$ cat src/design/i2cdw_pkg.sv
// ----------------------------------------------------------------------------
// i2cdw_pkg
// Shared types and constants of the display write engine.
// ----------------------------------------------------------------------------
package i2cdw_pkg;

    // stream widths
    localparam int IN_TDATA_W  = 16;
    localparam int OUT_TDATA_W = 8;

    // configuration port
    localparam int APB_ADDR_W = 4;
    localparam int APB_DATA_W = 32;

    // register indexes (byte address = 4 * index)
    localparam logic [1:0] REG_PHASE_TICKS = 2'd0;
    localparam logic [1:0] REG_DEV_ADDR    = 2'd1;
    localparam logic [1:0] REG_ACK_TIMEOUT = 2'd2;

    // register reset values
    localparam logic [15:0] RST_PHASE_TICKS = 16'd72;
    localparam logic [7:0]  RST_DEV_ADDR    = 8'h78;
    localparam logic [7:0]  RST_ACK_TIMEOUT = 8'd250;

    // control byte per operation kind
    localparam logic [7:0] CTRL_CMD  = 8'h00;
    localparam logic [7:0] CTRL_DATA = 8'h40;

    // one input item
    typedef struct packed {
        logic       request;
        logic       op;
        logic [7:0] payload;
        logic       sda_in;
    } item_t;

    // register file contents seen by the engine
    typedef struct packed {
        logic [15:0] phase_ticks;
        logic [7:0]  device_address;
        logic [7:0]  ack_timeout;
    } cfg_t;

endpackage

$ cat src/design/i2cdw_regs.sv
// ----------------------------------------------------------------------------
// i2cdw_regs
// APB register file: phase length, device address and ack timeout.
// ----------------------------------------------------------------------------
module i2cdw_regs (
    input  logic                               aclk,
    input  logic                               aresetn,
    input  logic                               psel,
    input  logic                               penable,
    input  logic                               pwrite,
    input  logic [i2cdw_pkg::APB_ADDR_W-1:0]   paddr,
    input  logic [i2cdw_pkg::APB_DATA_W-1:0]   pwdata,
    output logic [i2cdw_pkg::APB_DATA_W-1:0]   prdata,
    output logic                               pready,
    output i2cdw_pkg::cfg_t                    cfg
);

    i2cdw_pkg::cfg_t cfg_reg;
    logic            wr_en;
    logic [1:0]      reg_idx;

    assign pready  = 1'b1;
    assign wr_en   = psel & penable & pwrite;
    assign reg_idx = paddr[3:2];
    assign cfg     = cfg_reg;

    // register writes
    always_ff @(posedge aclk) begin
        if (!aresetn) begin
            cfg_reg.phase_ticks    <= i2cdw_pkg::RST_PHASE_TICKS;
            cfg_reg.device_address <= i2cdw_pkg::RST_DEV_ADDR;
            cfg_reg.ack_timeout    <= i2cdw_pkg::RST_ACK_TIMEOUT;
        end else if (wr_en) begin
            unique case (reg_idx)
                i2cdw_pkg::REG_PHASE_TICKS: cfg_reg.phase_ticks    <= pwdata[15:0];
                i2cdw_pkg::REG_DEV_ADDR:    cfg_reg.device_address <= pwdata[7:0];
                i2cdw_pkg::REG_ACK_TIMEOUT: cfg_reg.ack_timeout    <= pwdata[7:0];
                default: ;
            endcase
        end
    end

    // read mux
    always_comb begin
        unique case (reg_idx)
            i2cdw_pkg::REG_PHASE_TICKS: prdata = {16'd0, cfg_reg.phase_ticks};
            i2cdw_pkg::REG_DEV_ADDR:    prdata = {24'd0, cfg_reg.device_address};
            i2cdw_pkg::REG_ACK_TIMEOUT: prdata = {24'd0, cfg_reg.ack_timeout};
            default:                    prdata = '0;
        endcase
    end

endmodule

$ cat src/design/i2cdw_front.sv
// ----------------------------------------------------------------------------
// i2cdw_front
// Input side: unpacks stream items and holds them in a two-entry queue.
// ----------------------------------------------------------------------------
module i2cdw_front (
    input  logic                                aclk,
    input  logic                                aresetn,
    input  logic                                s_tvalid,
    output logic                                s_tready,
    input  logic [i2cdw_pkg::IN_TDATA_W-1:0]    s_tdata,
    input  logic                                s_tuser,
    output logic                                q_valid,
    output i2cdw_pkg::item_t                    q_item,
    input  logic                                q_pop
);

    i2cdw_pkg::item_t slot_reg [2];
    i2cdw_pkg::item_t in_item;
    logic             wr_ptr_reg;
    logic             rd_ptr_reg;
    logic [1:0]       count_reg;
    logic [1:0]       count_next;
    logic             push;
    logic             pop;

    // field unpack
    always_comb begin
        in_item.request = s_tdata[0];
        in_item.payload = s_tdata[8:1];
        in_item.sda_in  = s_tdata[9];
        in_item.op      = s_tuser;
    end

    assign s_tready = (count_reg != 2'd2);
    assign q_valid  = (count_reg != 2'd0);
    assign q_item   = slot_reg[rd_ptr_reg];
    assign push     = s_tvalid & s_tready;
    assign pop      = q_pop & q_valid;

    always_comb begin
        count_next = count_reg;
        if (push && !pop) begin
            count_next = count_reg + 2'd1;
        end else if (pop && !push) begin
            count_next = count_reg - 2'd1;
        end
    end

    // queue pointers and count
    always_ff @(posedge aclk) begin
        if (!aresetn) begin
            wr_ptr_reg <= 1'b0;
            rd_ptr_reg <= 1'b0;
            count_reg  <= 2'd0;
        end else begin
            count_reg <= count_next;
            if (push) begin
                wr_ptr_reg <= ~wr_ptr_reg;
            end
            if (pop) begin
                rd_ptr_reg <= ~rd_ptr_reg;
            end
        end
    end

    // queue storage
    always_ff @(posedge aclk) begin
        if (push) begin
            slot_reg[wr_ptr_reg] <= in_item;
        end
    end

endmodule

$ cat src/design/i2cdw_engine.sv
// ----------------------------------------------------------------------------
// i2cdw_engine
// Bus sequencer: one tick per queued item, result held in an output register.
// ----------------------------------------------------------------------------
module i2cdw_engine (
    input  logic                                aclk,
    input  logic                                aresetn,
    input  i2cdw_pkg::cfg_t                     cfg,
    input  logic                                q_valid,
    input  i2cdw_pkg::item_t                    q_item,
    output logic                                q_pop,
    output logic                                m_tvalid,
    input  logic                                m_tready,
    output logic [i2cdw_pkg::OUT_TDATA_W-1:0]   m_tdata
);

    typedef enum logic [3:0] {
        PH_IDLE     = 4'd0,
        PH_START_A  = 4'd1,
        PH_START_B  = 4'd2,
        PH_BIT_LOW  = 4'd3,
        PH_BIT_HIGH = 4'd4,
        PH_ACK_LOW  = 4'd5,
        PH_ACK_HIGH = 4'd6,
        PH_STOP_A   = 4'd7,
        PH_STOP_B   = 4'd8,
        PH_STOP_C   = 4'd9
    } phase_t;

    phase_t      phase_reg, phase_next;
    logic [1:0]  slot_reg, slot_next;
    logic [3:0]  bit_reg, bit_next;
    logic [15:0] tick_reg, tick_next;
    logic [7:0]  shift_reg, shift_next;
    logic [7:0]  payload_reg, payload_next;
    logic        op_reg, op_next;
    logic [7:0]  ackw_reg, ackw_next;
    logic        scl_reg, scl_next;
    logic        sda_reg, sda_next;
    logic        err_reg, err_next;
    logic        done;

    logic [15:0] limit;
    logic [16:0] tick_inc;
    logic        tmo;
    logic [3:0]  bit_inc;
    logic [7:0]  shift_sh;
    logic [1:0]  slot_inc;
    logic [7:0]  next_byte;

    logic                           m_valid_reg;
    logic [i2cdw_pkg::OUT_TDATA_W-1:0] m_data_reg;
    logic                           step;
    logic                           drive;
    logic                           busy;

    // a tick runs when an item waits and the output register is free
    assign step     = q_valid & (~m_valid_reg | m_tready);
    assign q_pop    = step;
    assign m_tvalid = m_valid_reg;
    assign m_tdata  = m_data_reg;

    // phase timer: a zero length counts as one tick
    assign limit    = (cfg.phase_ticks == 16'd0) ? 16'd1 : cfg.phase_ticks;
    assign tick_inc = {1'b0, tick_reg} + 17'd1;
    assign tmo      = (tick_inc >= {1'b0, limit});

    assign bit_inc   = bit_reg + 4'd1;
    assign shift_sh  = {shift_reg[6:0], 1'b0};
    assign slot_inc  = slot_reg + 2'd1;
    assign next_byte = (slot_inc == 2'd1)
                       ? (op_reg ? i2cdw_pkg::CTRL_DATA : i2cdw_pkg::CTRL_CMD)
                       : payload_reg;

    // next-state logic of the bus sequence
    always_comb begin
        phase_next   = phase_reg;
        slot_next    = slot_reg;
        bit_next     = bit_reg;
        tick_next    = tick_reg;
        shift_next   = shift_reg;
        payload_next = payload_reg;
        op_next      = op_reg;
        ackw_next    = ackw_reg;
        scl_next     = scl_reg;
        sda_next     = sda_reg;
        err_next     = err_reg;
        done         = 1'b0;

        unique case (phase_reg)
            PH_IDLE: begin
                if (q_item.request) begin
                    payload_next = q_item.payload;
                    op_next      = q_item.op;
                    err_next     = 1'b0;
                    slot_next    = 2'd0;
                    bit_next     = 4'd0;
                    shift_next   = cfg.device_address;
                    tick_next    = 16'd0;
                    phase_next   = PH_START_A;
                    scl_next     = 1'b1;
                    sda_next     = 1'b0;
                end
            end
            PH_START_A: begin
                tick_next = tmo ? 16'd0 : tick_inc[15:0];
                if (tmo) begin
                    phase_next = PH_START_B;
                    scl_next   = 1'b0;
                    sda_next   = 1'b0;
                end
            end
            PH_START_B: begin
                tick_next = tmo ? 16'd0 : tick_inc[15:0];
                if (tmo) begin
                    bit_next   = 4'd0;
                    phase_next = PH_BIT_LOW;
                    scl_next   = 1'b0;
                    sda_next   = shift_reg[7];
                end
            end
            PH_BIT_LOW: begin
                tick_next = tmo ? 16'd0 : tick_inc[15:0];
                if (tmo) begin
                    phase_next = PH_BIT_HIGH;
                    scl_next   = 1'b1;
                end
            end
            PH_BIT_HIGH: begin
                tick_next = tmo ? 16'd0 : tick_inc[15:0];
                if (tmo) begin
                    bit_next   = bit_inc;
                    shift_next = shift_sh;
                    scl_next   = 1'b0;
                    if (bit_inc >= 4'd8) begin
                        phase_next = PH_ACK_LOW;
                        sda_next   = 1'b1;
                    end else begin
                        phase_next = PH_BIT_LOW;
                        sda_next   = shift_sh[7];
                    end
                end
            end
            PH_ACK_LOW: begin
                tick_next = tmo ? 16'd0 : tick_inc[15:0];
                if (tmo) begin
                    phase_next = PH_ACK_HIGH;
                    scl_next   = 1'b1;
                    sda_next   = 1'b1;
                    ackw_next  = 8'd0;
                end
            end
            PH_ACK_HIGH: begin
                if (!q_item.sda_in) begin
                    tick_next = 16'd0;
                    if (slot_reg >= 2'd2) begin
                        phase_next = PH_STOP_A;
                        scl_next   = 1'b0;
                        sda_next   = 1'b0;
                    end else begin
                        slot_next  = slot_inc;
                        shift_next = next_byte;
                        bit_next   = 4'd0;
                        phase_next = PH_BIT_LOW;
                        scl_next   = 1'b0;
                        sda_next   = next_byte[7];
                    end
                end else if (ackw_reg >= cfg.ack_timeout) begin
                    // no ack in time: flag it and release the bus
                    err_next   = 1'b1;
                    tick_next  = 16'd0;
                    phase_next = PH_STOP_A;
                    scl_next   = 1'b0;
                    sda_next   = 1'b0;
                end else begin
                    ackw_next = ackw_reg + 8'd1;
                end
            end
            PH_STOP_A: begin
                tick_next = tmo ? 16'd0 : tick_inc[15:0];
                if (tmo) begin
                    phase_next = PH_STOP_B;
                    scl_next   = 1'b1;
                    sda_next   = 1'b0;
                end
            end
            PH_STOP_B: begin
                tick_next = tmo ? 16'd0 : tick_inc[15:0];
                if (tmo) begin
                    phase_next = PH_STOP_C;
                    scl_next   = 1'b1;
                    sda_next   = 1'b1;
                end
            end
            PH_STOP_C: begin
                tick_next = tmo ? 16'd0 : tick_inc[15:0];
                if (tmo) begin
                    done       = 1'b1;
                    phase_next = PH_IDLE;
                    scl_next   = 1'b1;
                    sda_next   = 1'b1;
                end
            end
            default: begin
                phase_next = PH_IDLE;
                tick_next  = 16'd0;
                scl_next   = 1'b1;
                sda_next   = 1'b1;
            end
        endcase
    end

    // result fields follow the state after this tick
    assign drive = (phase_next != PH_ACK_LOW) && (phase_next != PH_ACK_HIGH);
    assign busy  = (phase_next != PH_IDLE);

    // state and output register
    always_ff @(posedge aclk) begin
        if (!aresetn) begin
            phase_reg   <= PH_IDLE;
            slot_reg    <= 2'd0;
            bit_reg     <= 4'd0;
            tick_reg    <= 16'd0;
            shift_reg   <= 8'd0;
            payload_reg <= 8'd0;
            op_reg      <= 1'b0;
            ackw_reg    <= 8'd0;
            scl_reg     <= 1'b1;
            sda_reg     <= 1'b1;
            err_reg     <= 1'b0;
            m_valid_reg <= 1'b0;
            m_data_reg  <= '0;
        end else begin
            if (step) begin
                phase_reg   <= phase_next;
                slot_reg    <= slot_next;
                bit_reg     <= bit_next;
                tick_reg    <= tick_next;
                shift_reg   <= shift_next;
                payload_reg <= payload_next;
                op_reg      <= op_next;
                ackw_reg    <= ackw_next;
                scl_reg     <= scl_next;
                sda_reg     <= sda_next;
                err_reg     <= err_next;
                m_valid_reg <= 1'b1;
                m_data_reg  <= {2'b00, err_next, done, busy, drive, sda_next, scl_next};
            end else if (m_tready) begin
                m_valid_reg <= 1'b0;
            end
        end
    end

endmodule

$ cat src/design/i2c_display_write_engine_top.sv
// Path: an item passes the input queue, then the output register, to m_tdata.
// Throughput: one item per cycle unless the output stalls; one bus tick per item.
// A two-entry input queue and the output register let each side stall alone.
// Reset: aresetn is synchronous, active low; it empties the queue, drops
// m_tvalid, returns the sequencer to idle with both lines high and loads the
// register defaults.
// ----------------------------------------------------------------------------
// i2c_display_write_engine_top
// I2C three-byte write engine for a display controller, one tick per item.
// ----------------------------------------------------------------------------
module i2c_display_write_engine_top (
    input  logic                               aclk,
    input  logic                               aresetn,
    // input items
    input  logic                               s_tvalid,
    output logic                               s_tready,
    // request [0], payload [8:1], sda_in [9], zero [15:10]
    input  logic [i2cdw_pkg::IN_TDATA_W-1:0]   s_tdata,
    // op [0]
    input  logic                               s_tuser,
    // result items
    output logic                               m_tvalid,
    input  logic                               m_tready,
    // scl [0], sda_out [1], sda_drive [2], busy_res [3], done_res [4],
    // nack_error [5], zero [7:6]
    output logic [i2cdw_pkg::OUT_TDATA_W-1:0]  m_tdata,
    // configuration port
    input  logic                               psel,
    input  logic                               penable,
    input  logic                               pwrite,
    input  logic [i2cdw_pkg::APB_ADDR_W-1:0]   paddr,
    input  logic [i2cdw_pkg::APB_DATA_W-1:0]   pwdata,
    output logic [i2cdw_pkg::APB_DATA_W-1:0]   prdata,
    output logic                               pready
);

    i2cdw_pkg::cfg_t  cfg;
    i2cdw_pkg::item_t q_item;
    logic             q_valid;
    logic             q_pop;

    // register file
    i2cdw_regs u_regs (
        .aclk    (aclk),
        .aresetn (aresetn),
        .psel    (psel),
        .penable (penable),
        .pwrite  (pwrite),
        .paddr   (paddr),
        .pwdata  (pwdata),
        .prdata  (prdata),
        .pready  (pready),
        .cfg     (cfg)
    );

    // input queue
    i2cdw_front u_front (
        .aclk     (aclk),
        .aresetn  (aresetn),
        .s_tvalid (s_tvalid),
        .s_tready (s_tready),
        .s_tdata  (s_tdata),
        .s_tuser  (s_tuser),
        .q_valid  (q_valid),
        .q_item   (q_item),
        .q_pop    (q_pop)
    );

    // bus sequencer
    i2cdw_engine u_engine (
        .aclk     (aclk),
        .aresetn  (aresetn),
        .cfg      (cfg),
        .q_valid  (q_valid),
        .q_item   (q_item),
        .q_pop    (q_pop),
        .m_tvalid (m_tvalid),
        .m_tready (m_tready),
        .m_tdata  (m_tdata)
    );

    // reset empties the output register
    assert property (@(posedge aclk) !aresetn |=> !m_tvalid)
        else $error("result valid right after reset");

    // a queued item with a free output register is delivered next cycle
    assert property (@(posedge aclk) disable iff (!aresetn)
        (q_valid && !m_tvalid) |=> m_tvalid)
        else $error("queued item not stepped");

    // end of a transaction leaves the bus idle with both lines high
    assert property (@(posedge aclk) disable iff (!aresetn)
        (m_tvalid && m_tdata[4]) |-> (!m_tdata[3] && m_tdata[0] && m_tdata[1]))
        else $error("done without idle bus");

    // a phase length write lands in the register
    assert property (@(posedge aclk) disable iff (!aresetn)
        (psel && penable && pwrite && (paddr[3:2] == i2cdw_pkg::REG_PHASE_TICKS))
        |=> (cfg.phase_ticks == $past(pwdata[15:0])))
        else $error("phase length write lost");

endmodule

$ cat config.mk
export PLATFORM = sky130hd
export DESIGN_NAME = i2c_display_write_engine_top
export DESIGN_NICKNAME = d
export VERILOG_FILES = /design/src/design/i2cdw_pkg.sv /design/src/design/i2cdw_regs.sv /design/src/design/i2cdw_front.sv /design/src/design/i2cdw_engine.sv /design/src/design/i2c_display_write_engine_top.sv
export SDC_FILE = /design/constraint.sdc
export NUM_CORES = 1
export LEC_CHECK = 0
export BUFFER_PORTS_ARGS = -buffer_cell sky130_fd_sc_hd__buf_2
export CAP_MARGIN = 15
export CORE_UTILIZATION = 49
export DETAILED_ROUTE_END_ITERATION = 10
export PLACE_DENSITY_LB_ADDON = 0.05
export SYNTH_ARGS = -nofsm -noshare
export SYNTH_HDL_FRONTEND = slang
export SYNTH_HIERARCHICAL = 1
export SYNTH_SLANG_ARGS = --single-unit
export TNS_END_PERCENT = 20
$ cat constraint.sdc
create_clock -name aclk -period 5.6 [get_ports aclk]
set_input_delay 1.12 -clock aclk [delete_from_list [all_inputs] [get_ports aclk]]
set_output_delay 1.12 -clock aclk [all_outputs]
set_load 0.02 [all_outputs]
==> results of run 1 <==
## layer usage
layer | global-route usage, % | vias to the layer above | wire length (µm)
met3 | 4.183 | 20 | 605
met1 | 27.62 | 2541 | 6826
li1 | - | 2748 | -
met5 | 0 | - | 0
met2 | 39.13 | 152 | 7517
met4 | 7.969 | 0 | 238
## kinds of logic (layout without fill, tap and decap cells)
| logic type | Yosys count | after routing | synth area share [%] |
|---|---|---|---|
| simple gates | 280 | 280 | 21.09 |
| compound gates | 163 | 163 | 15.69 |
| flops | 119 | 119 | 38.21 |
| buf+inv | 108 | 140 | 8.212 |
| mux | 55 | 55 | 8.286 |
| fa+ha+maj | 30 | 30 | 5.512 |
| xor+xnor | 22 | 22 | 2.829 |
| other cells | 3 | 19 | 0.1653 |
## cells in the mapped netlist, drive strengths merged (3+ instances only)
| cell type | n | area share [%] |
|---|---|---|
| nor3 | 14 | 1.2 |
| a21o | 7 | 0.77 |
| nor2b | 25 | 2.3 |
| nor4 | 7 | 0.96 |
| o21ai | 30 | 2.3 |
| a31o | 3 | 0.39 |
| a21oi | 63 | 4.9 |
| nand4 | 5 | 0.46 |
| xor2 | 7 | 0.90 |
| nor2 | 68 | 3.7 |
| nand3 | 18 | 1.4 |
| xnor2 | 15 | 1.9 |
| dfxtp | 97 | 29 |
| mux2 | 11 | 1.8 |
| mux2i | 44 | 6.5 |
| nand3b | 4 | 0.44 |
| inv | 43 | 2.4 |
| and2 | 15 | 1.4 |
| nand2 | 78 | 4.3 |
| clkbuf | 29 | 2.0 |
| nor3b | 8 | 0.96 |
| edfxtp | 22 | 9.7 |
| and4 | 3 | 0.42 |
| and3 | 10 | 1.0 |
| conb | 3 | 0.17 |
| buf | 35 | 3.7 |
| or4 | 3 | 0.33 |
| a21boi | 10 | 1.1 |
| nand2b | 13 | 1.3 |
| o21a | 3 | 0.33 |
| o211ai | 7 | 0.92 |
| o31ai | 3 | 0.33 |
| ha | 30 | 5.5 |
| a31oi | 6 | 0.55 |
| a211oi | 10 | 1.1 |
| or3 | 5 | 0.46 |
| o22ai | 4 | 0.37 |
## layout make-up
cell class | count | area (µm²)
Inverter | 44 | 165.2
Clock inverter | 14 | 173.9
Timing Repair Buffer | 64 | 332.8
Sequential cell | 119 | 2603
Fill cell | 1216 | 5768
Tap cell | 176 | 220.2
Clock buffer | 18 | 429.2
Multi-Input combinational cell | 569 | 3709
## power by group through the flow
stage	clock network, mW	logic (mW)	registers [mW]
global route	1.16	0.769	1.10
floorplan	0	0.578	1.06
global placement	0	0.668	1.10
finish	1.11	0.689	1.09
CTS	1.12	0.691	1.08
detailed placement	0	0.685	1.10
## worst max-delay path: stages (launching register included)
cell and delay, ns:
sky130_fd_sc_hd__dfxtp_1 0.40, sky130_fd_sc_hd__and3_1 0.28, sky130_fd_sc_hd__and3_1 0.28, sky130_fd_sc_hd__nand3_1 0.23, sky130_fd_sc_hd__nor2_1 0.18, sky130_fd_sc_hd__xnor2_1 0.10
sky130_fd_sc_hd__ha_1 0.30, sky130_fd_sc_hd__nand3_1 0.12, sky130_fd_sc_hd__nor4_1 0.33, sky130_fd_sc_hd__a21boi_0 0.27, sky130_fd_sc_hd__or3_1 0.59, sky130_fd_sc_hd__o211ai_1 0.37
sky130_fd_sc_hd__or3_1 0.41, sky130_fd_sc_hd__or3b_2 0.46, sky130_fd_sc_hd__a21boi_0 0.17
## per-stage QoR
step,setup slack (ns),power [mW],util (%),std cells,cell area [µm²]
after floorplan,1.637,1.633,-,796,6870
after global placement,1.059,1.766,52.46,972,7029
after detailed placement,1.035,1.787,52.46,972,7029
after CTS,0.9976,2.901,56.96,1004,7632
after global routing,0.5629,3.029,56.96,1004,7632
final,1.022,2.881,56.96,1004,7632
## how the worst max path moves through the flow
stage / start / endpoint / slack [ns] / depth (start not counted)
2_1_floorplan: u_engine/tick_reg[2] / u_engine/m_tdata[3] / 1.64 / 18
3_3_place_gp: u_engine/tick_reg[2] / u_engine/bit_reg[2] / 1.06 / 14
3_5_place_dp: u_engine/tick_reg[2] / u_engine/bit_reg[2] / 1.03 / 14
4_1_cts: u_engine/tick_reg[2] / u_engine/bit_reg[2] / 1.0 / 14
5_1_grt: u_engine/tick_reg[0] / u_engine/bit_reg[2] / 0.56 / 14
6_report: u_engine/tick_reg[2] / u_engine/bit_reg[2] / 1.02 / 14
==> results summary, run 1 <==
The largest net degree at the start of global routing came out at 51. The H-tree depth is 4. The post-layout minimum cycle time is 4.578 ns. The number of buffer cells added on primary ports came out at 59. The number of flip-flops under the largest register name is 32. Headroom to the max-slew limit came out at 34.48%. Global routing consumed, over all layers together, 22.48% of the routing resources. The total number of yosys warnings is 6.

The post-detailed-route via-to-cell ratio is 5.439. The routed layout has 5461 vias. The number of design rule violations left after detail routing is 0.

The number of max-slew violations in the final report is 0. Setup repair after global routing left no endpoint under its margin. The number of endpoints failing setup at the final stage is 0. The sort of element at the start of the critical path is a register.

The x dimension of the die came out at 119.9 µm. The number of rows in the core area is 42. The proportion of total power due to net switching is 32.31%.

The cell chosen for the clock root is sky130_fd_sc_hd__clkbuf_16. In the final routed layout, each cell accounts on average for 15.13 µm. The top cell types in the final layout, fill and taps aside, are sky130_fd_sc_hd__dfxtp_1 (97), sky130_fd_sc_hd__nand2_1 (78), sky130_fd_sc_hd__nor2_1 (68), sky130_fd_sc_hd__buf_2 (59), sky130_fd_sc_hd__a21oi_1 (58).

The count of antenna-violating nets left after detailed routing came out at 0. The clock latency at the later pin of the worst-skew pair is 0.41 ns. The internal portion of the total power is 1.950 mW. The worst register-to-register path has a setup slack of 1.02 ns. The maximum net fanout on the critical path is 19. The cell count of the worst reg-to-reg path is 14.

The worst-case clock skew came out at 0.006352 ns. The top achievable clock speed is 0.2184 GHz. The total of hold buffers inserted after clock tree synthesis came out at 0. The category of the most critical setup path is reg2reg. The cell count after synthesis is 780. Once the clock tree was built, the resizer swapped 0 gates to a different size. The layout cell share with drive strength beyond 1 came out at 16.06%. The mean instance size in the synthesized netlist came out at 8.731 µm². The first-pass GRT wire length came out at 25470 µm. The clock network power share came out at 38.4%. The number of hold violations in the final report is 0. After synthesis the cells add up to 6810 µm². In this run the critical register-to-register path is captured at u_engine/bit_reg[2].

The TritonCTS sink count came out at 119. The clock input transition at the sequential cells of the worst setup and hold paths came out at 0.06 ns. The cell area power density came out at 377.5 nW/µm². The number of clock buffers inserted by TritonCTS is 17. Data on the critical path arrives at its endpoint at 4.91 ns.

Once the clock tree was built, the setup fixing pass inserted 0 buffers. The layout overhead on the synthesized area is 12.07%. After synthesis the netlist holds a flip-flop and latch count of 119. TritonCTS built the clock tree. Counting flops with an async set or reset pin after synthesis yields a share of 0%. In the synthesized netlist the dominant register cell turns out to be sky130_fd_sc_hd__dfxtp_1.

The count of nets after finishing is 905. Routability-driven placement finished with a final weighted congestion of 0.8481. The HPWL after detailed placement is 10950 µm. For this run the aggregate overflow at the end of global routing stands at 0. The synthesized design contains 22 enable-type register cells.

The number of different library cells used by synthesis comes to 74. The highest ir drop seen on vdd came out at 230.0 µV. The total leakage power came out at 3.163 nW. The share of total power in sequential cells came out at 37.7%. STA classifies the critical path endpoint as a register.

The post-route setup TNS is 0 ns. The sequential-to-total area share from yosys stat is 38.21%. The area of the placeable core is 13400 µm². The number of antenna diodes in the final layout is 0. The share of the clock period used by the worst path after layout is 81.75%.

The worst hold path terminates at u_engine/bit_reg[3]. For the pin with the worst max-slew slack, the measured transition is 0.9807 ns. The flow ran to the end, and the final reports show no timing, DRC or antenna violations. The DRC marker count from the first detailed-route iteration came out at 379. The area of the die is 14370 µm². The data required time of the critical path came out at 5.93 ns.

The proportion of power drawn by combinational gates is 23.9%. The startpoint identified for the worst register-to-register timing path is u_engine/tick_reg[2]. The tightest min-delay check is of the reg2reg type. The initial core utilization came out at 50.82%. The origin of the worst min-delay path is u_engine/bit_reg[3]. The count of pins on the block boundary is 103.

In this run the deepest clock path goes through 2 buffers. Before antenna repair, the detailed router went through 5 iterations. Final hold analysis gives a worst-case slack of 0.4631 ns. The net switching power is 0.9309 mW. After detailed routing, the total wire length is 15190 µm. The number of cells traversed by the worst hold path is 2. Across the run, the number of max-cap violations was 0. The most common cell after layout, fill and taps aside is sky130_fd_sc_hd__dfxtp_1. The y dimension of the die is 119.9 µm. The number of antenna violations at the first check in global routing came out at 0. The number of global-route vias before repair is 5228.
Power figures use the tool's default switching activity.
==> inputs of run 2 (changes only) <==
clock period = 4.5 ns   (was 5.6 ns; I/O delays follow)
==> results summary, run 2 (synthesis gave the netlist of run 1 again) <==
After clock tree synthesis, the setup repair step added 0 buffers. The H-tree depth came out at 4. The post-layout minimum cycle time came out at 4.234 ns. The flow ran to the end, and the final reports show no timing, DRC or antenna violations. The number of antenna violations at the first check in global routing is 0. The worst-case clock skew is 0.006988 ns.

The final critical path takes up 94.10% of the cycle. The global-route total usage across every layer came out at 23.10%. The slowest stage of the critical path is the sky130_fd_sc_hd__or4_1 cell. The data arrival time at the worst-slack endpoint is 4.49 ns. The initial core utilization is 50.82%. The number of design rule violations left after detail routing came out at 0. Once detail routing completed, the nets flagged for antenna violations numbered 0.

The area of the die is 14370 µm². For this design, the sink count on the clock tree is 119. The tool flagged a number of max-cap violations equal to 0.

The number of global-route vias before repair is 5346. Registers take 2603 µm². The number of buffer and inverter instances along the worst setup path came out at 0.

At the pin with the least slew margin, the transition time is 1.110 ns. Power spread over the standard cell area amounts to 469.6 nW/µm². The number of flip-flops under the largest register name is 32. The x dimension of the die is 119.9 µm.

After detailed routing, the number of vias per cell comes to 5.500. STA classifies the critical path endpoint as a register. The layout overhead on the synthesized area came out at 12.97%.

The count of pins on the block boundary came out at 103. The maximum count of clock buffers along a single path is 2. The design draws 3.613 mW.

The weighted congestion reported at the end of routability-driven placement is 0.8632. In this run the static leakage power is 3.198 nW. The category of cells accounting for the largest share of critical-path delay is simple AND/OR/NAND/NOR gates.

After global routing the overflow that remains totals 0. The worst max-slew margin expressed relative to the limit came out at 25.93%. Clock tree synthesis inserted a total of 17 buffers. STA puts the critical path data required time at 4.75 ns.

IR analysis of the VDD net gives a maximum drop of 341.1 µV. The HPWL after detailed placement came out at 11090 µm. Setup repair after global routing left no endpoint under its margin. The number of antenna diodes came out at 0. The worst min-delay path category is reg2reg. The post-route setup TNS is 0 ns. The first global-routing pass estimated 25880 µm of wire. The area of the placeable core is 13400 µm². Traced cell by cell, the critical path runs through ha_1, and3_4, and4_4, nand4_1, xnor2_1, ha_1, a21o_1, a21o_1, a221o_1, or3_4, a311oi_2, a21oi_2, or4_1, o22ai_1, a21oi_1. Leaving out fill and tap cells, the most frequent cell in the layout is sky130_fd_sc_hd__dfxtp_1. The clock input transition at the sequential cells of the worst setup and hold paths is 0.05 ns. The delay of the slowest critical-path stage came out at 0.53 ns. Leaving out fill and tap cells, the most frequent cells in the layout are sky130_fd_sc_hd__dfxtp_1 (97), sky130_fd_sc_hd__nand2_1 (78), sky130_fd_sc_hd__nor2_1 (68), sky130_fd_sc_hd__buf_2 (59), sky130_fd_sc_hd__a21oi_1 (57).

The filler cell count came out at 1234. STA classifies the critical path startpoint as a register. The number of rows in the core area came out at 42. The count of TritonRoute iterations in the first routing pass came out at 5. The number of max-slew violations in the final report came out at 0. The final-layout worst hold slack came out at 0.4645 ns. The mean routed wirelength per cell came out at 15.68 µm. The number of endpoints failing setup at the final stage is 0. The critical path in this run is classified as reg2reg.

The DRC marker count from the first detailed-route iteration came out at 255. The number of buffer cells added on primary ports came out at 59. In this run the clock root is driven by a sky130_fd_sc_hd__clkbuf_16.

The footprint of the multi-input gates came out at 3717 µm². In this run, post-CTS hold repair placed 0 buffers. Wires add up to 15880 µm. The maximum net fanout on the critical path is 6.

The final layout contains 914 nets. The y dimension of the die is 119.9 µm. The routed layout has 5571 vias.

TritonCTS built the clock tree. The clock latency at the later pin of the worst-skew pair is 0.42 ns. The top achievable clock speed is 0.2362 GHz.

The layout cell share with drive strength beyond 1 is 16.85%. The number of hold violations in the final report came out at 0. The largest net degree at the start of global routing is 83.
-- run 2: per-stage QoR --
stage	worst slack (ns)	util (%)	instance area [µm²]	instances
floorplan	0.5370	-	6870	796
global placement	0.2356	52.96	7097	981
detailed placement	0.1997	52.96	7097	981
CTS	0.1573	57.35	7685	1013
global route	0.06904	57.41	7694	1013
finish	0.2656	57.41	7694	1013
-- run 2: final cells by class --
type                       instances  area share (%)
sequential                       119           33.83
clock inverter                    14           2.065
multi-input combinational        569           48.32
inverter                          44           2.147
tap                              176           2.862
clock buffer                      18           5.578
timing repair buffer              73           5.204
-- run 2: tightest hold or removal path: cells and delay by family, from the launching register on --
kind	cells	cell delay [ns]
compound gates	1	0.05
simple gates	1	0.05
flops	1	0.31
-- run 2: what timing repair did --
item                                   CTS  global route
gates resized for setup                  0             2
endpoints found under the hold margin    0             0
setup endpoints to repair                0             8
-- run 2: final timing paths --
| kind | cells past startpoint | start | slack [ns] | to |
|---|---|---|---|---|
| setup / recovery | 15 | u_engine/tick_reg[0] | 0.27 | u_engine/m_tdata[3] |
| hold / removal | 2 | u_engine/bit_reg[3] | 0.46 | u_engine/bit_reg[3] |
| setup reg to reg | 15 | u_engine/tick_reg[0] | 0.27 | u_engine/m_tdata[3] |
| hold reg to reg | 2 | u_engine/bit_reg[3] | 0.46 | u_engine/bit_reg[3] |
-- run 2: report_power, final --
part / leakage, nW / internal (mW) / switching (mW)
Combinational: 1.93 / 0.370 / 0.533
Sequential: 0.992 / 1.21 / 0.141
Clock: 0.275 / 0.863 / 0.492
Total: 3.20 / 2.45 / 1.17
-- run 2: per-layer routing --
layer / global-route usage, % / vias to the layer above / routed length, µm
met1: 27.32 / 2624 / 7035
li1: - / 2765 / -
met3: 4.753 / 21 / 682
met2: 40.39 / 161 / 7903
met5: 0 / - / 0
met4: 9.844 / 0 / 259
